<file path="src/hw/rtl/tptc_pkg.sv">
package tptc_pkg;

  localparam int unsigned SCREEN_WIDTH_DEF  = 512;
  localparam int unsigned SCREEN_HEIGHT_DEF = 512;

  localparam int unsigned PIX_W   = 9;
  localparam int unsigned VTX_W   = 16;
  localparam int unsigned CRD_W   = 20;
  localparam int unsigned GD_W    = 21;
  localparam int unsigned FD_W    = 17;
  localparam int unsigned PRD_W   = GD_W + FD_W;
  localparam int unsigned EDG_W   = PRD_W + 1;
  localparam int unsigned IZ_W    = 24;
  localparam int unsigned UZ_W    = 20;
  localparam int unsigned SUM_W   = 64;
  localparam int unsigned TEX_W   = 13;
  localparam int unsigned SCL_W   = TEX_W + 4;
  localparam int unsigned HALF_W  = 32;
  localparam int unsigned PART_W  = HALF_W + SCL_W;
  localparam int unsigned NUM_W   = SUM_W + SCL_W;
  localparam int unsigned DIV_STAGES = TEX_W;
  localparam int unsigned FRONT_STAGES = 8;
  localparam int unsigned META_STAGES  = FRONT_STAGES + DIV_STAGES;
  localparam int unsigned CFG_IDX_W = 3;
  localparam int unsigned CFG_DATA_W = 64;

  // Edge k runs from vertex EDGE_FROM[k] to vertex EDGE_TO[k].
  localparam int unsigned EDGE_FROM [3] = '{2, 0, 1};
  localparam int unsigned EDGE_TO   [3] = '{1, 2, 0};

  typedef enum logic [CFG_IDX_W-1:0] {
    REG_V0_POS  = 3'd0,
    REG_V0_ATTR = 3'd1,
    REG_V1_POS  = 3'd2,
    REG_V1_ATTR = 3'd3,
    REG_V2_POS  = 3'd4,
    REG_V2_ATTR = 3'd5,
    REG_TEX_SIZE = 3'd6,
    REG_DRAW_MODE = 3'd7
  } cfg_reg_t;

  typedef enum logic [1:0] {
    MODE_COVER = 2'd0,
    MODE_PIXEL = 2'd1,
    MODE_PERSP = 2'd2
  } draw_mode_t;

  typedef struct packed {
    logic [PIX_W-1:0] col;
    logic [PIX_W-1:0] row;
    logic             cov;
    logic             zero_u;
    logic             sat_u;
    logic             zero_v;
    logic             sat_v;
  } meta_t;

endpackage

</file>
<file path="src/hw/rtl/tptc_div.sv">
module tptc_div (
  input  logic                          clk,
  input  logic                          en,
  input  logic [tptc_pkg::NUM_W-1:0]    num_i,
  input  logic [tptc_pkg::SUM_W-1:0]    den_i,
  output logic [tptc_pkg::TEX_W-1:0]    quo_o
);
  import tptc_pkg::*;

  logic [NUM_W-1:0] rem_r [DIV_STAGES-1];
  logic [SUM_W-1:0] den_r [DIV_STAGES-1];
  logic [TEX_W-1:0] quo_r [DIV_STAGES];

  // One quotient bit per stage, most significant first; the remainder
  // enters below den << TEX_W, so TEX_W bits cover the quotient.
  for (genvar s = 0; s < DIV_STAGES; s++) begin : g_stage
    localparam int unsigned B = DIV_STAGES - 1 - s;
    logic [NUM_W-1:0] rem_in;
    logic [SUM_W-1:0] den_in;
    logic [TEX_W-1:0] quo_in;
    logic [NUM_W-1:0] trial;
    logic             take;

    if (s == 0) begin : g_first
      assign rem_in = num_i;
      assign den_in = den_i;
      assign quo_in = '0;
    end else begin : g_next
      assign rem_in = rem_r[s-1];
      assign den_in = den_r[s-1];
      assign quo_in = quo_r[s-1];
    end

    assign trial = NUM_W'(den_in) << B;
    assign take  = rem_in >= trial;

    always_ff @(posedge clk) begin
      if (en) begin
        quo_r[s] <= {quo_in[TEX_W-2:0], take};
      end
    end

    // The last stage only needs its quotient bit.
    if (s < DIV_STAGES - 1) begin : g_carry
      always_ff @(posedge clk) begin
        if (en) begin
          rem_r[s] <= take ? rem_in - trial : rem_in;
          den_r[s] <= den_in;
        end
      end
    end
  end

  assign quo_o = quo_r[DIV_STAGES-1];

endmodule

</file>
<file path="config.mk">
export PLATFORM = sky130hd
export DESIGN_NAME = tptc_div
export DESIGN_NICKNAME = d
export VERILOG_FILES = /design/src/hw/rtl/tptc_pkg.sv /design/src/hw/rtl/tptc_div.sv
export SDC_FILE = /design/constraint.sdc
export NUM_CORES = 2
export LEC_CHECK = 0
export BUFFER_PORTS_ARGS = -buffer_cell sky130_fd_sc_hd__buf_2
export CAP_MARGIN = 20
export CELL_PAD_IN_SITES_DETAIL_PLACEMENT = 0
export CELL_PAD_IN_SITES_GLOBAL_PLACEMENT = 1
export CORE_ASPECT_RATIO = 1.5
export CORE_UTILIZATION = 51
export CTS_CLUSTER_DIAMETER = 60
export DETAILED_ROUTE_END_ITERATION = 12
export GPL_TIMING_DRIVEN = 0
export PLACE_DENSITY = 0.91
export SKIP_LAST_GASP = 1
export SYNTH_ARGS = -nofsm -noshare
export SYNTH_HDL_FRONTEND = slang
export SYNTH_SLANG_ARGS = --single-unit
</file>
<file path="constraint.sdc">
create_clock -name clk -period 5.1 [get_ports clk]
set_input_delay 0.255 -clock clk [delete_from_list [all_inputs] [get_ports clk]]
set_output_delay 0.255 -clock clk [all_outputs]
set_load 0.02 [all_outputs]
</file>
==> impl_metrics.ini <==
[global_route]
antenna_found_initial = 17
grt_pass1_wl_microns = 539000
grt.met3_usage_pct = 2.61
grt_overflow = 0
grt_pass1_vias = 92300
met1_usage_pct = 25.9
grt-busiest-layer = met2
grt_max_degree = 173
track_usage_pct = 31.5
grt_use_met2_pct = 60.9

[floorplanning]
rows = 213
die_w_microns = 391
ios = 160
chipHeight_microns = 585
core_area_sq_um = 225000
fp.dieArea_sq_um = 229000
initial_utilization_pct = 51.4

[cells_and_area]
final_area_sq_um = 130000
nFillCells = 19700
nets = 13300
area_growth_pct = 12.6
regArea_sq_um = 55000
drive_above_1_share_pct = 7.33
multiInputGateArea_sq_um = 55500
instances_no_fill = 15500

[sta]
postLayoutSetupSlackWorst_ns = -0.0788
slew_headroom_pct = 9.35
whs_ns = 0.0239
fin_crit_sh_pct = 102
setup_viol = 10
hold_viol_final = 0
tightestPinTransition_ns = 1.36
rsz0062_at_grt = yes
drv_slew = 0
finClkSkew_ns = 0.0541
max_freq_ghz = 0.193
period_needed_ns = 5.18

[worst_hold_path]
hold_path_class = input port to register
whs_endpoint = rem_r[11][24]
holdPathStages = 2
worstHoldStart = en

[status]
violations = setup timing
status = finished, violations left

[drt]
first_pass_iters = 7
ant_nets = 0
drt_wl_total_microns = 366000
vias = 89400
vias_per_cell = 5.76
routedWlPerCell_microns = 23.6
drt-initial-drc-count = 5495
drc = 0

[worst_setup_path]
reg2reg_depth = 13
r2r_start = rem_r[6][7]
startpoint = num_i[21]
cp.required_ns = 5.67
cpMostUsedCell = buf_2
path_cells = dlygate4sd3_1, buf_2, ha_1, and4_1, and3_1, o311a_1, or2_2, or4_1, a41oi_2, o21ai_1, a31oi_4, buf_2, buf_2, o21ai_0
r2r_slack_ns = -0.05
slowest_delay_ns = 0.62
path_buf_inv = 4
start_kind = input port
cp_max_fo = 10
timing.critical_path.arrival_ns = 5.75
cp_slowest_cell = buf_2
criticalPathCategory = input port to register
crit_family = buffers and inverters
endpoint_kind = register
r2r-end = rem_r[7][74]

[cts]
cts_inserted_buffers = 189
cts_tree = built
htree_levels = 4
clkTransAtPathRegs_ns = 0.06
clkLatencyLatePin_ns = 0.86
cts_sinks = 1831
cts_root_buf = clkbuf_16
cts.path.max_buffers = 4

[synthesis]
synth_edf_count = 1831
synth_cell_types = 99
synthArstFlopShare_pct = 0
yosysWarnings = 0
synth_seq_cells = 1831
syn_nets = 12700
synth-main-ff-cell = edfxtp_1
postSynthCellCount = 11700
yosysSeqAreaShare_pct = 47.6
syn_avg_cell_area_sq_um = 9.88
syn_area_sq_um = 116000

[placement]
dp_hpwl_microns = 301000
place_congestion = 1.04
io_buffers = 159
dp_cells = 15000
placed_area_sq_um = 121000

[power]
p_per_area_nw_per_um2 = 574
leakage_nw = 52.8
ir_drop_v = 0.000337

[flow_run]
cap_viol_max_count = 0
[what timing repair did]
action                                  4_1_cts  5_1_grt
hold buffers                                149        2
hold endpoints to repair                    207        2
setup buffers                                 9        3
cloned                                        0        0
gates resized for setup                     130       76
pin swaps                                    10        6
endpoints found under the setup margin      775      368
[cell usage after synthesis, types with 19 or more instances]
library cell / count / area (sq um)
nor2_1: 931 / 3490
or4_1: 21 / 158
nand2_1: 890 / 3340
clkbuf_1: 427 / 1600
a31oi_1: 113 / 707
a211oi_1: 55 / 413
nor4_1: 97 / 607
nand3_1: 198 / 991
a31o_2: 28 / 245
a21o_1: 489 / 3670
o21ai_1: 19 / 95.1
ha_1: 832 / 10400
nor2b_1: 107 / 669
inv_1: 1052 / 3950
o31ai_1: 61 / 458
buf_2: 31 / 155
o21a_1: 72 / 541
nand4_1: 262 / 1640
edfxtp_1: 1831 / 55000
nor3_1: 165 / 826
a221oi_1: 34 / 298
o21ai_0: 705 / 3530
mux2_2: 92 / 1040
a41oi_1: 20 / 175
and2_1: 53 / 332
and3_1: 86 / 538
o31a_1: 24 / 210
xor2_1: 343 / 3000
a21oi_1: 1368 / 6850
nand2b_1: 103 / 644
a21boi_0: 45 / 338
or3_1: 50 / 313
or2_2: 30 / 188
o21bai_1: 161 / 1210
buf_1: 27 / 101
o211ai_1: 53 / 398
and4_1: 29 / 254
xnor2_1: 508 / 4450
[cells by family after synthesis]
kind of cell / share of synthesized area (%)
XOR/XNOR: 6.46
flip-flops: 47.6
multiplexers: 0.922
AO/OA/AOI/OAI: 18.1
adder cells (fa/ha/maj): 9.21
buffers and inverters: 5.06
AND/OR/NAND/NOR: 12.7
[worst max-delay path by stage]
stage | cells past startpoint | to | slack, ns
floorplan | 16 | rem_r[7][75] | 1.18
global placement | 1 | den_r[0][63] | -23.25
detailed placement | 15 | rem_r[1][73] | -1.85
CTS | 16 | rem_r[1][50] | 0.002
global route | 14 | rem_r[9][72] | -0.08
finish | 14 | rem_r[0][12] | -0.08
[state kept, by name, summed over array words and instances, names as in the netlist]
signal	count
rem_r	972
quo_r	91
den_r	768
[power by group]
group	internal [mW]	switching (mW)
Combinational	14.2	21.8
Clock	8.11	5.90
Sequential	22.3	2.40
[cells in the final DEF, fill, tap and decap left out, drive strengths merged, types with 72 or more instances in the layout]
cell type | netlist | layout
buf | 60 | 311
clkbuf | 427 | 640
o21a | 72 | 72
ha | 832 | 832
nor2 | 931 | 931
a21oi | 1369 | 1369
dlygate4sd3 | 0 | 148
mux2 | 92 | 92
and3 | 87 | 87
o21bai | 161 | 161
o21ai | 724 | 724
nor3 | 166 | 166
a21o | 489 | 489
a31oi | 114 | 114
xnor2 | 509 | 509
nor2b | 107 | 107
xor2 | 343 | 343
nand2b | 103 | 103
nor4 | 98 | 98
inv | 1055 | 1062
nand2 | 890 | 890
edfxtp | 1831 | 1831
nand4 | 262 | 262
nand3 | 199 | 199
[per-layer routing]
layer / up-vias / part of all wire [%]
li1: 43800 / -
met1: 41900 / 30
met2: 2569 / 53
met3: 1107 / 2.8
met4: 0 / 14
met5: - / 0
[metrics by stage]
step                util, %  setup TNS (ns)  worst slack, ns  total power [mW]
CTS                    57.7               0          0.00236              74.3
global route           57.9          -0.371          -0.0804              79.3
floorplan                 -               0             1.18              49.8
finish                 57.9          -0.235          -0.0788              74.7
global placement       53.4               -           -23.25              60.1
detailed placement     54.0         -883.61            -1.85              59.8
[area by class of cell]
cell class                 instances  share of cell area, %
antenna                           69                  0.133
buffer                           479                   1.51
clock buffer                     219                   3.79
clock inverter                   117                  0.986
inverter                        1057                   3.06
multi-input combinational       8333                   42.6
sequential                      1831                   42.2
tap                             3010                   2.89
timing repair buffer             403                   2.78
(Power assumes the default switching activity.)
